$ cat src/rtl/dbmd_pkg.sv
`timescale 1ns / 1ps
`default_nettype none
// ----------------------------------------------------------------------------
// dbmd_pkg
// Shared types, codes and helper functions for the backend message deframer.
// ----------------------------------------------------------------------------
package dbmd_pkg;

  // Frame type bytes (ASCII)
  localparam logic [7:0] TYPE_AUTH   = 8'h52; // 'R'
  localparam logic [7:0] TYPE_PARAM  = 8'h53; // 'S'
  localparam logic [7:0] TYPE_KEY    = 8'h4B; // 'K'
  localparam logic [7:0] TYPE_READY  = 8'h5A; // 'Z'
  localparam logic [7:0] TYPE_ROWDSC = 8'h54; // 'T'
  localparam logic [7:0] TYPE_DATROW = 8'h44; // 'D'
  localparam logic [7:0] TYPE_CLOSE  = 8'h43; // 'C'

  // Result kinds
  localparam logic [3:0] KIND_AUTH_OK    = 4'd0;
  localparam logic [3:0] KIND_KERBEROS   = 4'd1;
  localparam logic [3:0] KIND_CLEARTEXT  = 4'd2;
  localparam logic [3:0] KIND_GSS        = 4'd3;
  localparam logic [3:0] KIND_SSPI       = 4'd4;
  localparam logic [3:0] KIND_SASL       = 4'd5;
  localparam logic [3:0] KIND_SASL_CONT  = 4'd6;
  localparam logic [3:0] KIND_SASL_FINAL = 4'd7;
  localparam logic [3:0] KIND_PARAM      = 4'd8;
  localparam logic [3:0] KIND_KEY        = 4'd9;
  localparam logic [3:0] KIND_READY      = 4'd10;
  localparam logic [3:0] KIND_ROW_DESC   = 4'd11;
  localparam logic [3:0] KIND_DATA_ROW   = 4'd12;
  localparam logic [3:0] KIND_CLOSE      = 4'd13;

  // Error codes
  localparam logic [2:0] ERR_NONE      = 3'd0;
  localparam logic [2:0] ERR_TYPE      = 3'd1;
  localparam logic [2:0] ERR_LENGTH    = 3'd2;
  localparam logic [2:0] ERR_TRUNC     = 3'd3;
  localparam logic [2:0] ERR_AUTH_BAD  = 3'd4;
  localparam logic [2:0] ERR_AUTH_NIMP = 3'd5;
  localparam logic [2:0] ERR_NO_TERM   = 3'd6;

  // Authentication subtypes
  localparam logic [31:0] AUTH_OK        = 32'd0;
  localparam logic [31:0] AUTH_KERBEROS  = 32'd2;
  localparam logic [31:0] AUTH_CLEARTEXT = 32'd3;
  localparam logic [31:0] AUTH_MD5       = 32'd5;
  localparam logic [31:0] AUTH_GSS       = 32'd7;
  localparam logic [31:0] AUTH_GSS_CONT  = 32'd8;
  localparam logic [31:0] AUTH_SSPI      = 32'd9;
  localparam logic [31:0] AUTH_SASL      = 32'd10;
  localparam logic [31:0] AUTH_SASL_CONT = 32'd11;
  localparam logic [31:0] AUTH_SASL_FIN  = 32'd12;

  // Length rules
  localparam logic [31:0] LEN_HDR       = 32'd4;
  localparam logic [31:0] LEN_AUTH_MIN  = 32'd8;
  localparam logic [31:0] LEN_PARAM_MIN = 32'd6;
  localparam logic [31:0] LEN_KEY       = 32'd12;
  localparam logic [31:0] LEN_READY     = 32'd5;

  // One result transaction
  typedef struct packed {
    logic [3:0]  kind;
    logic [31:0] frame_length;
    logic [31:0] auth_subtype;
    logic [7:0]  ready_status;
    logic [31:0] param_name_len;
    logic [2:0]  error_code;
  } dbmd_result_t;

  function automatic logic known_type(input logic [7:0] b);
    return b inside {TYPE_AUTH, TYPE_PARAM, TYPE_KEY, TYPE_READY,
                     TYPE_ROWDSC, TYPE_DATROW, TYPE_CLOSE};
  endfunction

  function automatic logic length_ok(input logic [7:0] t, input logic [31:0] len);
    logic ok;
    if (len < LEN_HDR) begin
      ok = 1'b0;
    end else begin
      case (t)
        TYPE_AUTH:  ok = (len >= LEN_AUTH_MIN);
        TYPE_PARAM: ok = (len >= LEN_PARAM_MIN);
        TYPE_KEY:   ok = (len == LEN_KEY);
        TYPE_READY: ok = (len == LEN_READY);
        default:    ok = 1'b1;
      endcase
    end
    return ok;
  endfunction

endpackage
`default_nettype wire

$ cat src/rtl/dbmd_if.sv
`timescale 1ns / 1ps
`default_nettype none
// ----------------------------------------------------------------------------
// dbmd_if
// Valid/ready channels of the deframer: received bytes in, frame results out.
// ----------------------------------------------------------------------------
interface dbmd_in_if;
  logic       valid;
  logic       ready;
  logic [7:0] data_byte;
  logic       end_of_buffer;

  modport source (output valid, output data_byte, output end_of_buffer, input ready);
  modport sink   (input valid, input data_byte, input end_of_buffer, output ready);
endinterface

interface dbmd_out_if;
  logic        valid;
  logic        ready;
  logic [3:0]  kind;
  logic [31:0] frame_length;
  logic [31:0] auth_subtype;
  logic [7:0]  ready_status;
  logic [31:0] param_name_len;
  logic [2:0]  error_code;

  modport source (output valid, output kind, output frame_length, output auth_subtype,
                  output ready_status, output param_name_len, output error_code,
                  input ready);
  modport sink   (input valid, input kind, input frame_length, input auth_subtype,
                  input ready_status, input param_name_len, input error_code,
                  output ready);
endinterface
`default_nettype wire

$ cat src/rtl/dbmd_parser.sv
`timescale 1ns / 1ps
`default_nettype none
// ----------------------------------------------------------------------------
// dbmd_parser
// Frame state machine: walks type, length and payload bytes and forms the
// result of the current byte combinationally from held state and the byte.
// ----------------------------------------------------------------------------
module dbmd_parser
  import dbmd_pkg::*;
(
  input  wire logic         clk,
  input  wire logic         rst_n,
  input  wire logic         take,
  input  wire logic [7:0]   data_byte,
  input  wire logic         end_of_buffer,
  output logic              res_fire,
  output dbmd_result_t      res
);

  typedef enum logic [2:0] {
    PH_TYPE, PH_LEN0, PH_LEN1, PH_LEN2, PH_LEN3, PH_BODY
  } phase_t;

  phase_t      phase_r, phase_nxt;
  logic        disc_r, disc_nxt;
  logic [7:0]  type_r, type_nxt;
  logic [31:0] length_r, length_nxt;
  logic [31:0] body_r, body_nxt;
  logic [31:0] cnt_r, cnt_nxt;
  logic [31:0] sub_r, sub_nxt;
  logic [31:0] zidx_r, zidx_nxt;
  logic        zseen_r, zseen_nxt;
  logic [7:0]  status_r, status_nxt;
  logic        done;
  logic [31:0] len_full;

  assign len_full = {length_r[23:0], data_byte};

  // Next state and result for the byte on the input
  always_comb begin
    phase_nxt  = phase_r;
    disc_nxt   = disc_r;
    type_nxt   = type_r;
    length_nxt = length_r;
    body_nxt   = body_r;
    cnt_nxt    = cnt_r;
    sub_nxt    = sub_r;
    zidx_nxt   = zidx_r;
    zseen_nxt  = zseen_r;
    status_nxt = status_r;
    done       = 1'b0;
    res_fire   = 1'b0;
    res        = '0;

    if (!disc_r) begin
      case (phase_r)
        PH_TYPE: begin
          if (known_type(data_byte)) begin
            type_nxt   = data_byte;
            length_nxt = '0;
            cnt_nxt    = '0;
            sub_nxt    = '0;
            zidx_nxt   = '0;
            zseen_nxt  = 1'b0;
            status_nxt = '0;
            phase_nxt  = PH_LEN0;
          end else begin
            res_fire       = 1'b1;
            res.error_code = ERR_TYPE;
            disc_nxt       = 1'b1;
          end
        end
        PH_LEN0: begin
          length_nxt = len_full;
          phase_nxt  = PH_LEN1;
        end
        PH_LEN1: begin
          length_nxt = len_full;
          phase_nxt  = PH_LEN2;
        end
        PH_LEN2: begin
          length_nxt = len_full;
          phase_nxt  = PH_LEN3;
        end
        PH_LEN3: begin
          length_nxt = len_full;
          body_nxt   = len_full - LEN_HDR;
          if (!length_ok(type_r, len_full)) begin
            res_fire         = 1'b1;
            res.frame_length = len_full;
            res.error_code   = ERR_LENGTH;
            disc_nxt         = 1'b1;
            phase_nxt        = PH_TYPE;
          end else if (len_full == LEN_HDR) begin
            done = 1'b1;
          end else begin
            phase_nxt = PH_BODY;
          end
        end
        PH_BODY: begin
          if (cnt_r < 32'd4) begin
            sub_nxt = {sub_r[23:0], data_byte};
          end
          if (cnt_r == '0) begin
            status_nxt = data_byte;
          end
          if (!zseen_r && (data_byte == 8'd0)) begin
            zseen_nxt = 1'b1;
            zidx_nxt  = cnt_r;
          end
          cnt_nxt = cnt_r + 32'd1;
          if (cnt_nxt == body_r) begin
            done = 1'b1;
          end
        end
        default: begin
          phase_nxt = PH_TYPE;
        end
      endcase
    end

    // Close the frame: classify by type
    if (done) begin
      phase_nxt        = PH_TYPE;
      res_fire         = 1'b1;
      res.frame_length = length_nxt;
      case (type_r)
        TYPE_AUTH: begin
          res.auth_subtype = sub_nxt;
          case (sub_nxt)
            AUTH_OK:        res.kind = KIND_AUTH_OK;
            AUTH_KERBEROS:  res.kind = KIND_KERBEROS;
            AUTH_CLEARTEXT: res.kind = KIND_CLEARTEXT;
            AUTH_GSS:       res.kind = KIND_GSS;
            AUTH_SSPI:      res.kind = KIND_SSPI;
            AUTH_SASL:      res.kind = KIND_SASL;
            AUTH_SASL_CONT: res.kind = KIND_SASL_CONT;
            AUTH_SASL_FIN:  res.kind = KIND_SASL_FINAL;
            AUTH_MD5, AUTH_GSS_CONT: begin
              res.error_code = ERR_AUTH_NIMP;
              disc_nxt       = 1'b1;
            end
            default: begin
              res.error_code = ERR_AUTH_BAD;
              disc_nxt       = 1'b1;
            end
          endcase
        end
        TYPE_PARAM: begin
          if (!zseen_nxt) begin
            res.error_code = ERR_NO_TERM;
            disc_nxt       = 1'b1;
          end else begin
            res.kind           = KIND_PARAM;
            res.param_name_len = zidx_nxt;
          end
        end
        TYPE_KEY:    res.kind = KIND_KEY;
        TYPE_READY: begin
          res.kind         = KIND_READY;
          res.ready_status = status_nxt;
        end
        TYPE_ROWDSC: res.kind = KIND_ROW_DESC;
        TYPE_DATROW: res.kind = KIND_DATA_ROW;
        default:     res.kind = KIND_CLOSE;
      endcase
    end

    // End of buffer: flag truncation, then rearm for a type byte
    if (end_of_buffer) begin
      if (!res_fire && !disc_r && (phase_nxt != PH_TYPE)) begin
        res_fire         = 1'b1;
        res              = '0;
        res.frame_length = (phase_nxt == PH_BODY) ? length_nxt : '0;
        res.error_code   = ERR_TRUNC;
      end
      phase_nxt = PH_TYPE;
      disc_nxt  = 1'b0;
    end
  end

  // Hold state, advance on each accepted transaction
  always_ff @(posedge clk) begin
    if (!rst_n) begin
      phase_r <= PH_TYPE;
      disc_r  <= 1'b0;
    end else if (take) begin
      phase_r <= phase_nxt;
      disc_r  <= disc_nxt;
    end
  end

  always_ff @(posedge clk) begin
    if (take) begin
      type_r   <= type_nxt;
      length_r <= length_nxt;
      body_r   <= body_nxt;
      cnt_r    <= cnt_nxt;
      sub_r    <= sub_nxt;
      zidx_r   <= zidx_nxt;
      zseen_r  <= zseen_nxt;
      status_r <= status_nxt;
    end
  end

endmodule
`default_nettype wire

$ cat src/rtl/dbmd_out_reg.sv
`timescale 1ns / 1ps
`default_nettype none
// ----------------------------------------------------------------------------
// dbmd_out_reg
// Result register: holds one result transaction until the sink takes it and
// reports whether a new one can be loaded in this cycle.
// ----------------------------------------------------------------------------
module dbmd_out_reg
  import dbmd_pkg::*;
(
  input  wire logic          clk,
  input  wire logic          rst_n,
  input  wire logic          load,
  input  dbmd_result_t       res,
  output logic               slot_free,
  dbmd_out_if.source         out_ch
);

  logic         valid_r, valid_nxt;
  dbmd_result_t res_r;

  // Slot is free when empty or drained in this cycle
  assign slot_free = !valid_r || out_ch.ready;
  assign valid_nxt = load || (valid_r && !out_ch.ready);

  always_ff @(posedge clk) begin
    if (!rst_n) begin
      valid_r <= 1'b0;
    end else begin
      valid_r <= valid_nxt;
    end
  end

  always_ff @(posedge clk) begin
    if (load) begin
      res_r <= res;
    end
  end

  assign out_ch.valid          = valid_r;
  assign out_ch.kind           = res_r.kind;
  assign out_ch.frame_length   = res_r.frame_length;
  assign out_ch.auth_subtype   = res_r.auth_subtype;
  assign out_ch.ready_status   = res_r.ready_status;
  assign out_ch.param_name_len = res_r.param_name_len;
  assign out_ch.error_code     = res_r.error_code;

endmodule
`default_nettype wire

$ cat src/rtl/db_backend_message_deframer.sv
`timescale 1ns / 1ps
`default_nettype none
// ----------------------------------------------------------------------------
// db_backend_message_deframer
// Splits a received backend byte stream into type/length/payload frames,
// checks each frame and reports its kind, or the first error of a buffer.
// ----------------------------------------------------------------------------
//  Channel | Dir | Payload                                         | Handshake
//  in_ch   | in  | data_byte[7:0], end_of_buffer                   | valid/ready
//  out_ch  | out | kind, frame_length, auth_subtype, ready_status, | valid/ready
//          |     | param_name_len, error_code                      |
//
//  One byte per cycle unless stalled; a result appears in the cycle after the
//  closing byte of a frame, set by the single register stage before out_ch.
//  Synchronous active-low reset returns to awaiting a type byte.
//  in_ch.ready drops only while a result is held and out_ch.ready is low.
// ----------------------------------------------------------------------------
module db_backend_message_deframer
  import dbmd_pkg::*;
(
  input  wire logic  clk,
  input  wire logic  rst_n,
  dbmd_in_if.sink    in_ch,
  dbmd_out_if.source out_ch
);

  logic         take;
  logic         slot_free;
  logic         res_fire;
  dbmd_result_t res;

  assign in_ch.ready = slot_free;
  assign take        = in_ch.valid && slot_free;

  dbmd_parser u_parser (
    .clk           (clk),
    .rst_n         (rst_n),
    .take          (take),
    .data_byte     (in_ch.data_byte),
    .end_of_buffer (in_ch.end_of_buffer),
    .res_fire      (res_fire),
    .res           (res)
  );

  dbmd_out_reg u_out_reg (
    .clk       (clk),
    .rst_n     (rst_n),
    .load      (take && res_fire),
    .res       (res),
    .slot_free (slot_free),
    .out_ch    (out_ch)
  );

  // Error results carry kind zero
  a_err_kind: assert property (@(posedge clk) disable iff (!rst_n)
    (out_ch.valid && (out_ch.error_code != ERR_NONE)) |-> (out_ch.kind == KIND_AUTH_OK))
    else $error("error result with nonzero kind");

  // Truncation reports no decoded payload fields
  a_trunc_fields: assert property (@(posedge clk) disable iff (!rst_n)
    (out_ch.valid && (out_ch.error_code == ERR_TRUNC)) |->
      ((out_ch.auth_subtype == '0) && (out_ch.ready_status == '0) &&
       (out_ch.param_name_len == '0)))
    else $error("truncation result carries payload fields");

  // Name length only on a good parameter status result
  a_name_len: assert property (@(posedge clk) disable iff (!rst_n)
    (out_ch.valid && (out_ch.param_name_len != '0)) |->
      ((out_ch.kind == KIND_PARAM) && (out_ch.error_code == ERR_NONE)))
    else $error("name length outside parameter status");

  // A result held under backpressure blocks new input
  a_stall: assert property (@(posedge clk) disable iff (!rst_n)
    (out_ch.valid && !out_ch.ready) |-> !in_ch.ready)
    else $error("input taken while result stalled");

endmodule
`default_nettype wire
$ cat src/flat_wrapper.sv
// flat-port wrapper written by rule: the top's interface ports become plain ports
module db_backend_message_deframer_flat import dbmd_pkg::*;
  (clk, rst_n, in_ch_valid, in_ch_data_byte, in_ch_end_of_buffer, in_ch_ready, out_ch_valid, out_ch_kind, out_ch_frame_length, out_ch_auth_subtype, out_ch_ready_status, out_ch_param_name_len, out_ch_error_code, out_ch_ready);
  dbmd_in_if in_ch_i ();
  dbmd_out_if out_ch_i ();
  input  wire logic clk;
  input  wire logic rst_n;
  input wire logic [$bits(in_ch_i.valid)-1:0] in_ch_valid;
  input wire logic [$bits(in_ch_i.data_byte)-1:0] in_ch_data_byte;
  input wire logic [$bits(in_ch_i.end_of_buffer)-1:0] in_ch_end_of_buffer;
  output wire logic [$bits(in_ch_i.ready)-1:0] in_ch_ready;
  output wire logic [$bits(out_ch_i.valid)-1:0] out_ch_valid;
  output wire logic [$bits(out_ch_i.kind)-1:0] out_ch_kind;
  output wire logic [$bits(out_ch_i.frame_length)-1:0] out_ch_frame_length;
  output wire logic [$bits(out_ch_i.auth_subtype)-1:0] out_ch_auth_subtype;
  output wire logic [$bits(out_ch_i.ready_status)-1:0] out_ch_ready_status;
  output wire logic [$bits(out_ch_i.param_name_len)-1:0] out_ch_param_name_len;
  output wire logic [$bits(out_ch_i.error_code)-1:0] out_ch_error_code;
  input wire logic [$bits(out_ch_i.ready)-1:0] out_ch_ready;
  assign in_ch_i.valid = in_ch_valid;
  assign in_ch_i.data_byte = in_ch_data_byte;
  assign in_ch_i.end_of_buffer = in_ch_end_of_buffer;
  assign in_ch_ready = in_ch_i.ready;
  assign out_ch_valid = out_ch_i.valid;
  assign out_ch_kind = out_ch_i.kind;
  assign out_ch_frame_length = out_ch_i.frame_length;
  assign out_ch_auth_subtype = out_ch_i.auth_subtype;
  assign out_ch_ready_status = out_ch_i.ready_status;
  assign out_ch_param_name_len = out_ch_i.param_name_len;
  assign out_ch_error_code = out_ch_i.error_code;
  assign out_ch_i.ready = out_ch_ready;
  db_backend_message_deframer u_core (.clk(clk), .rst_n(rst_n), .in_ch(in_ch_i), .out_ch(out_ch_i));
endmodule
$ cat config.mk
export PLATFORM = sky130hd
export DESIGN_NAME = db_backend_message_deframer_flat
export DESIGN_NICKNAME = d
export VERILOG_FILES = /design/src/rtl/dbmd_pkg.sv /design/src/rtl/dbmd_if.sv /design/src/rtl/dbmd_parser.sv /design/src/rtl/dbmd_out_reg.sv /design/src/rtl/db_backend_message_deframer.sv /design/src/flat_wrapper.sv
export SDC_FILE = /design/constraint.sdc
export NUM_CORES = 1
export LEC_CHECK = 0
export BUFFER_PORTS_ARGS = -buffer_cell sky130_fd_sc_hd__buf_2
export CAP_MARGIN = 30
export CORE_UTILIZATION = 30
export CTS_BUF_LIST = sky130_fd_sc_hd__clkbuf_8
export CTS_CLUSTER_SIZE = 16
export DETAILED_ROUTE_END_ITERATION = 8
export SYNTH_ARGS = -nofsm -noshare
export SYNTH_HDL_FRONTEND = slang
export SYNTH_HIERARCHICAL = 1
export SYNTH_SLANG_ARGS = --single-unit
$ cat constraint.sdc
create_clock -name clk -period 9.3 [get_ports clk]
set_input_delay 0.93 -clock clk [delete_from_list [all_inputs] [get_ports clk]]
set_output_delay 0.93 -clock clk [all_outputs]
set_load 0.005 [all_outputs]
* Yosys cells after proc, flatten, opt, wreduce, memory -nomap -nowiden *
Index checks and enable logic that the tools add are counted.

storage, ports and cells
  word-level logic and storage cells = 154
  output and inout bits = 113
  input bits = 13
  register bits = 293

operators by class
  $lt $le $gt $ge = 4
  multiplexer cells = 71
  equal/unequal tests = 33
  bitwise logic cells = 1
  reduce and logical (&&, ||, !) cells = 26
  add/subtract/negate cells = 2

operators by type and width
  cell                                                                 count
  2-to-1 mux 32 bit                                                    16
  2-to-1 mux 111 bit                                                   3
  one-hot mux 32 bit (2 select lines)                                  4
  equality test 32 x 4 -> 1 bit (second input constant)                6
  equality test 32 x 3 -> 1 bit (second input constant)                4
  equality test 8 x 7 -> 1 bit (second input constant)                 13
  equality test 32 x 2 -> 1 bit (second input constant)                2
  zero test 32 bit                                                     2
  less-than comparator 32 x 3 -> 1 bit (second input constant)         2
  adder 32 x 1 -> 32 bit (second input constant)                       1
  equality test 32 bit                                                 1
  greater-or-equal comparator 32 x 3 -> 1 bit (second input constant)  1
  greater-or-equal comparator 32 x 4 -> 1 bit (second input constant)  1
  2-to-1 mux 8 bit                                                     4
  subtractor 32 x 3 -> 32 bit (second input constant)                  1
  one-hot mux 4 bit (6 select lines)                                   1
  2-to-1 mux 1 bit                                                     22
  2-to-1 mux 3 bit                                                     7
  one-hot mux 3 bit (7 select lines)                                   1
  one-hot mux 3 bit (6 select lines)                                   1
  one-hot mux 8 bit (2 select lines)                                   1
  one-hot mux 3 bit (2 select lines)                                   2
  equality test 3 bit (second input constant)                          3
  zero test 8 bit                                                      1
  other kinds (21)                                                     37

* Longest topological paths before layout *
  depth in word-level cells = 16
  gate-level depth with buffers = 16
  mapped depth without buffers = 14

* By module *
Netlist, hierarchy kept.

by module, submodules not included
  module                       sequential area each (um^2)  cells each  area an instance (um^2)  instances
  dbmd_parser                  5395.2                       1219        11781.3                  1
  dbmd_out_reg                 3353.2                       115         3382.0                   1
  db_backend_message_deframer  0.0                          2           12.5                     1

* Worst setup path before layout *
OpenSTA, ideal clock, no wires.

  kind = input to register
  from = input port out_ch_ready
  to = register u_core.u_parser.cnt_r[0], enable pin
  buffers on the path = 0
  required time = 8839 ps
  data arrival time = 6265 ps
  setup time = 461 ps
  cell stages on the path = 4
  slack = 2574 ps
  cell sequence = nand2b_4 -> and2_1 -> nand2_1 -> nor3_1

between the ends
  longest elaborated chain between the ends = 3

ends and longest elaborated chain
  item                                  line                               source
  start, declared                       flat_wrapper.sv:19                 input wire logic [$bits(out_ch_i.ready)-1:0] out_ch_ready;
  logical OR 1 bit                      dbmd_out_reg.sv:23                 assign slot_free = !valid_r || out_ch.ready;
  logical AND 1 bit                     db_backend_message_deframer.sv:33  assign take = in_ch.valid && slot_free;
  named net u_core.take                 db_backend_message_deframer.sv:27  logic take;
  AND reduction 4 bit (no source line)  n/a
  end signal, assigned                  dbmd_parser.sv:198                 cnt_r <= cnt_nxt;
  end, declared                         dbmd_parser.sv:29                  logic [31:0] cnt_r, cnt_nxt;

The timed path passes the listed nets, and every way through them passes these cells.
A chain may end at the register's enable or synchronous reset.

* Final worst setup path *
  from = register u_core.u_parser.cnt_r[5]
  to = register u_core.u_out_reg.res_r (netlist bit u_core/u_out_reg/out_ch.param_name_len[18]), enable pin

between the ends
  longest elaborated chain between the ends = 12
  elaborated cells between the ends (all ways) = 14
  classes of those cells = add/sub (1); eq/ne (1); mux (7); reduce/logical (5)

ends and longest elaborated chain
  item                                    line                               source
  adder 32 x 1 -> 32 bit (*)              dbmd_parser.sv:111                 cnt_nxt = cnt_r + 32'd1;
  equality test 32 bit (*)                dbmd_parser.sv:112                 if (cnt_nxt == body_r) begin
  2-to-1 mux 1 bit (*)                    dbmd_parser.sv:112
  one-hot mux 1 bit (2 select lines) (*)  dbmd_parser.sv:56                  case (phase_r)
  2-to-1 mux 1 bit (*)                    dbmd_parser.sv:55                  if (!disc_r) begin
  2-to-1 mux 1 bit                        dbmd_parser.sv:123                 if (done) begin
  zero test 1 bit                         dbmd_parser.sv:171                 if (!res_fire && !disc_r && (phase_nxt != PH_TYPE)) begin
  logical AND 1 bit (2 in series)         dbmd_parser.sv:171
  2-to-1 mux 1 bit                        dbmd_parser.sv:171
  2-to-1 mux 1 bit (*)                    dbmd_parser.sv:170                 if (end_of_buffer) begin
  named net u_core.res_fire               db_backend_message_deframer.sv:29  logic res_fire;
  logical AND 1 bit (*)                   db_backend_message_deframer.sv:48  .load (take && res_fire),
  end signal, assigned                    dbmd_out_reg.sv:36                 res_r <= res;
  end, declared                           dbmd_out_reg.sv:20                 dbmd_result_t res_r;

The timed path passes the listed nets; every way through them passes the cells marked *.

==> run_results.csv <==
group,metric,value,unit
timing,hold_viol,0,
routing,vias,11200,
final_layout,finalNonFillerCells,2141,
critical_path,critPathArrivalTime,5700,ps
synth,async_reset_ff_frac,0,
global_routing,grt_pass1_wl,65000,µm
floorplan,start_util,0.303,
critical_path,startpoint_type,"register",
timing,setup_viol,0,
synth,syn_area,0.0152,mm²
synth,postSynthCellCount,1336,
synth,synth.cells.most_frequent,"edfxtp_1 (288), nand2_1 (137), a22o_1 (100), nor2_1 (97), clkbuf_1 (85)",
timing,fin_skew,30.8,ps
pwr,power.leakage,6.14,nW
final_layout,diodes,0,
clock_network,cts_max_path_buffers,3,
critical_path,crit_fanout,44,
synth,synth_top_area_cell,"edfxtp_1",
floorplan,die_area,0.0515,mm²
routing,postRouteWirelength,43100,µm
synth,ys_types,83,
floorplan,coreArea,0.0501,mm²
synth,ys_warn_count,6,
placed_design,gp_congestion,0.914,
timing,slew_viol_final,0,
floorplan,ios,126,
clock_network,clkSlewWorstSetupHoldPaths,50,ps
clock_network,htree_levels,2,
timing,rsz0062_at_grt,"no",
critical_path,end_kind,"register",
floorplan,num_rows,82,
synth,synth.most_common_cell,"edfxtp_1",
routing,first_pass_iters,5,
placed_design,port_buffers,125,
synth,synth_top_area_share,0.570,
timing,period_minus_slack,5450,ps
final_layout,nFillCells,5083,
floorplan,die_h,227,µm
timing,worst_pin_slew,931,ps
routing,dr.first_iter.drc_count,943,
clock_network,cts_tree,"done",
timing,fmax,184,MHz
synth,ys_seq_elements,293,
synth,synth-edff-count,288,
flow_run,max_cap_viol_count,0,
clock_network,cts_resized,0,
status,status,"finished clean",
synth,ys_seq_area_frac,0.576,
clock_network,numCtsBuffers,50,
routing,wl_per_cell,20.1,µm
global_routing,grt_pass1_vias,10900,
hold_path,min_path_type,"reg -> reg",
placed_design,post-place-ws,3140,ps
timing,tns,0,ps
clock_network,cts_sinks,293,
global_routing,grt_antenna_before_repair,0,
global_routing,grt_overflow,0,
clock_network,cts_root_buf,"clkbuf_8",
routing,drc_errors,0,
placed_design,dp_hpwl,29400,µm
final_layout,areaGrowthSynthToFinish,14.3,%
global_routing,grt_usage,0.165,
pwr,vdd_drop_max,0.0000713,V
critical_path,crit_type,"reg -> reg",
synth,synth_fp_nets,1354,
synth,synth_area_leaders,"edfxtp_1 (57%), a22o_1 (5.8%), nand2_1 (3.4%)",
final_layout,layout-drive-gt1-share,0.164,
final_layout,finalNetCount,1449,
routing,ant_nets,0,
timing,slew_headroom,0.377,
global_routing,grt_max_degree,70,
synth,avgSynthCellArea,11.4,µm²
routing,routed_via_density,5.22,
clock_network,clock_latency,640,ps
pwr,powerDensity,167,mW/mm²
synth,ys.flop_type,"edfxtp_1",
timing,period_share,0.586,
timing,final.setup.worst_slack,3850,ps
floorplan,dieWidth,227,µm
critical_path,worstPathRequired,9550,ps
clock_network,post_cts_buffers,0,
placed_design,dp_cells,2050,
clock_network,cts.hold.buffers_added,0,
-- path summary, 6_finish.rpt --
path	from	endpoint	slack [ps]	cells after the start
worst max-delay path	u_core/u_parser/cnt_r[5]$_SDFFCE_PN0P_	u_core/u_out_reg/out_ch.param_name_len[18]$_DFFE_PP_	3850	12
worst min-delay path	u_core/u_out_reg/out_ch.valid$_SDFF_PN0_	u_core/u_out_reg/out_ch.valid$_SDFF_PN0_	520	2
worst min register to register	u_core/u_out_reg/out_ch.valid$_SDFF_PN0_	u_core/u_out_reg/out_ch.valid$_SDFF_PN0_	520	2
worst max register to register	u_core/u_parser/cnt_r[5]$_SDFFCE_PN0P_	u_core/u_out_reg/out_ch.param_name_len[18]$_DFFE_PP_	3850	12
-- sequential cells by signal, indices dropped and copies added (netlist names), 3 cells and up --
name	cells
u_core/u_out_reg/out_ch.param_name_len	32
u_core/u_parser/cnt_r	32
u_core/u_parser/status_r	8
u_core/u_out_reg/out_ch.frame_length	32
u_core/u_out_reg/out_ch.kind	4
u_core/u_parser/type_r	8
u_core/u_parser/length_r	32
u_core/u_parser/zidx_r	32
u_core/u_parser/sub_r	32
u_core/u_out_reg/out_ch.error_code	3
u_core/u_parser/phase_r	3
u_core/u_parser/body_r	32
u_core/u_out_reg/out_ch.auth_subtype	32
u_core/u_out_reg/out_ch.ready_status	8
-- routing by layer --
metal,up-vias,wire length (µm),global-route usage
met5,-,0,0
met4,0,1150,0.0641
met3,72,2290,0.0257
li1,5252,-,-
met1,5511,19800,0.230
met2,334,19900,0.256
-- power by group --
part	switching [mW]	internal, mW	total (mW)
combinational	0.131	0.0900	0.221
sequential	0.0532	1.55	1.60
clock	0.535	0.537	1.07
-- kinds of logic after synthesis --
group | synth area share
AOI/OAI and AO/OA | 0.119
and+or+nand+nor | 0.207
adders and majority gates | 0.00412
xor gates and xnor gates | 0.0515
muxes | 0.00676
buffers and inverters | 0.0352
DFF | 0.576
-- cells in the final DEF (no fill, tap or decap), types with 51 or more instances in the layout --
master,n
xnor2_1,52
nor2_1,97
nand2_1,137
a22o_1,100
nand3_1,64
nor2b_1,79
clkbuf_8,51
buf_2,126
nand4_1,54
edfxtp_1,288
-- per-stage QoR --
| stage | area (µm²) | hold WS, ps | total power, mW | util |
|---|---|---|---|---|
| floorplan | 15200 | 507 | 1.75 | - |
| global placement | 16400 | 525 | 1.84 | 0.327 |
| detailed placement | 16400 | 505 | 1.85 | 0.328 |
| CTS | 17300 | 523 | 2.93 | 0.346 |
| global route | 17300 | 553 | 3.01 | 0.346 |
| finish | 17300 | 518 | 2.89 | 0.346 |
-- worst max-delay path, cell delays in order (launching register included) --
cell and delay (ps):
edfxtp_1 600, nand3_1 500, nor2_1 880, o31a_1 200, nand4_1 110, or4_1 480
or4_1 500, or3_1 380, buf_4 280, a21o_1 210, nand2_1 90, and3_4 260
buf_4 510
-- layout make-up --
class / count / area [µm²] / share of cell area
multi-input combinational: 917 / 5940 / 0.342
inverter: 21 / 78.8 / 0.00455
tap: 672 / 841 / 0.0485
timing repair buffer: 148 / 843 / 0.0486
clock inverter: 39 / 190 / 0.0110
sequential: 293 / 8750 / 0.504
clock buffer: 51 / 702 / 0.0405
(Power assumes the default switching activity.)
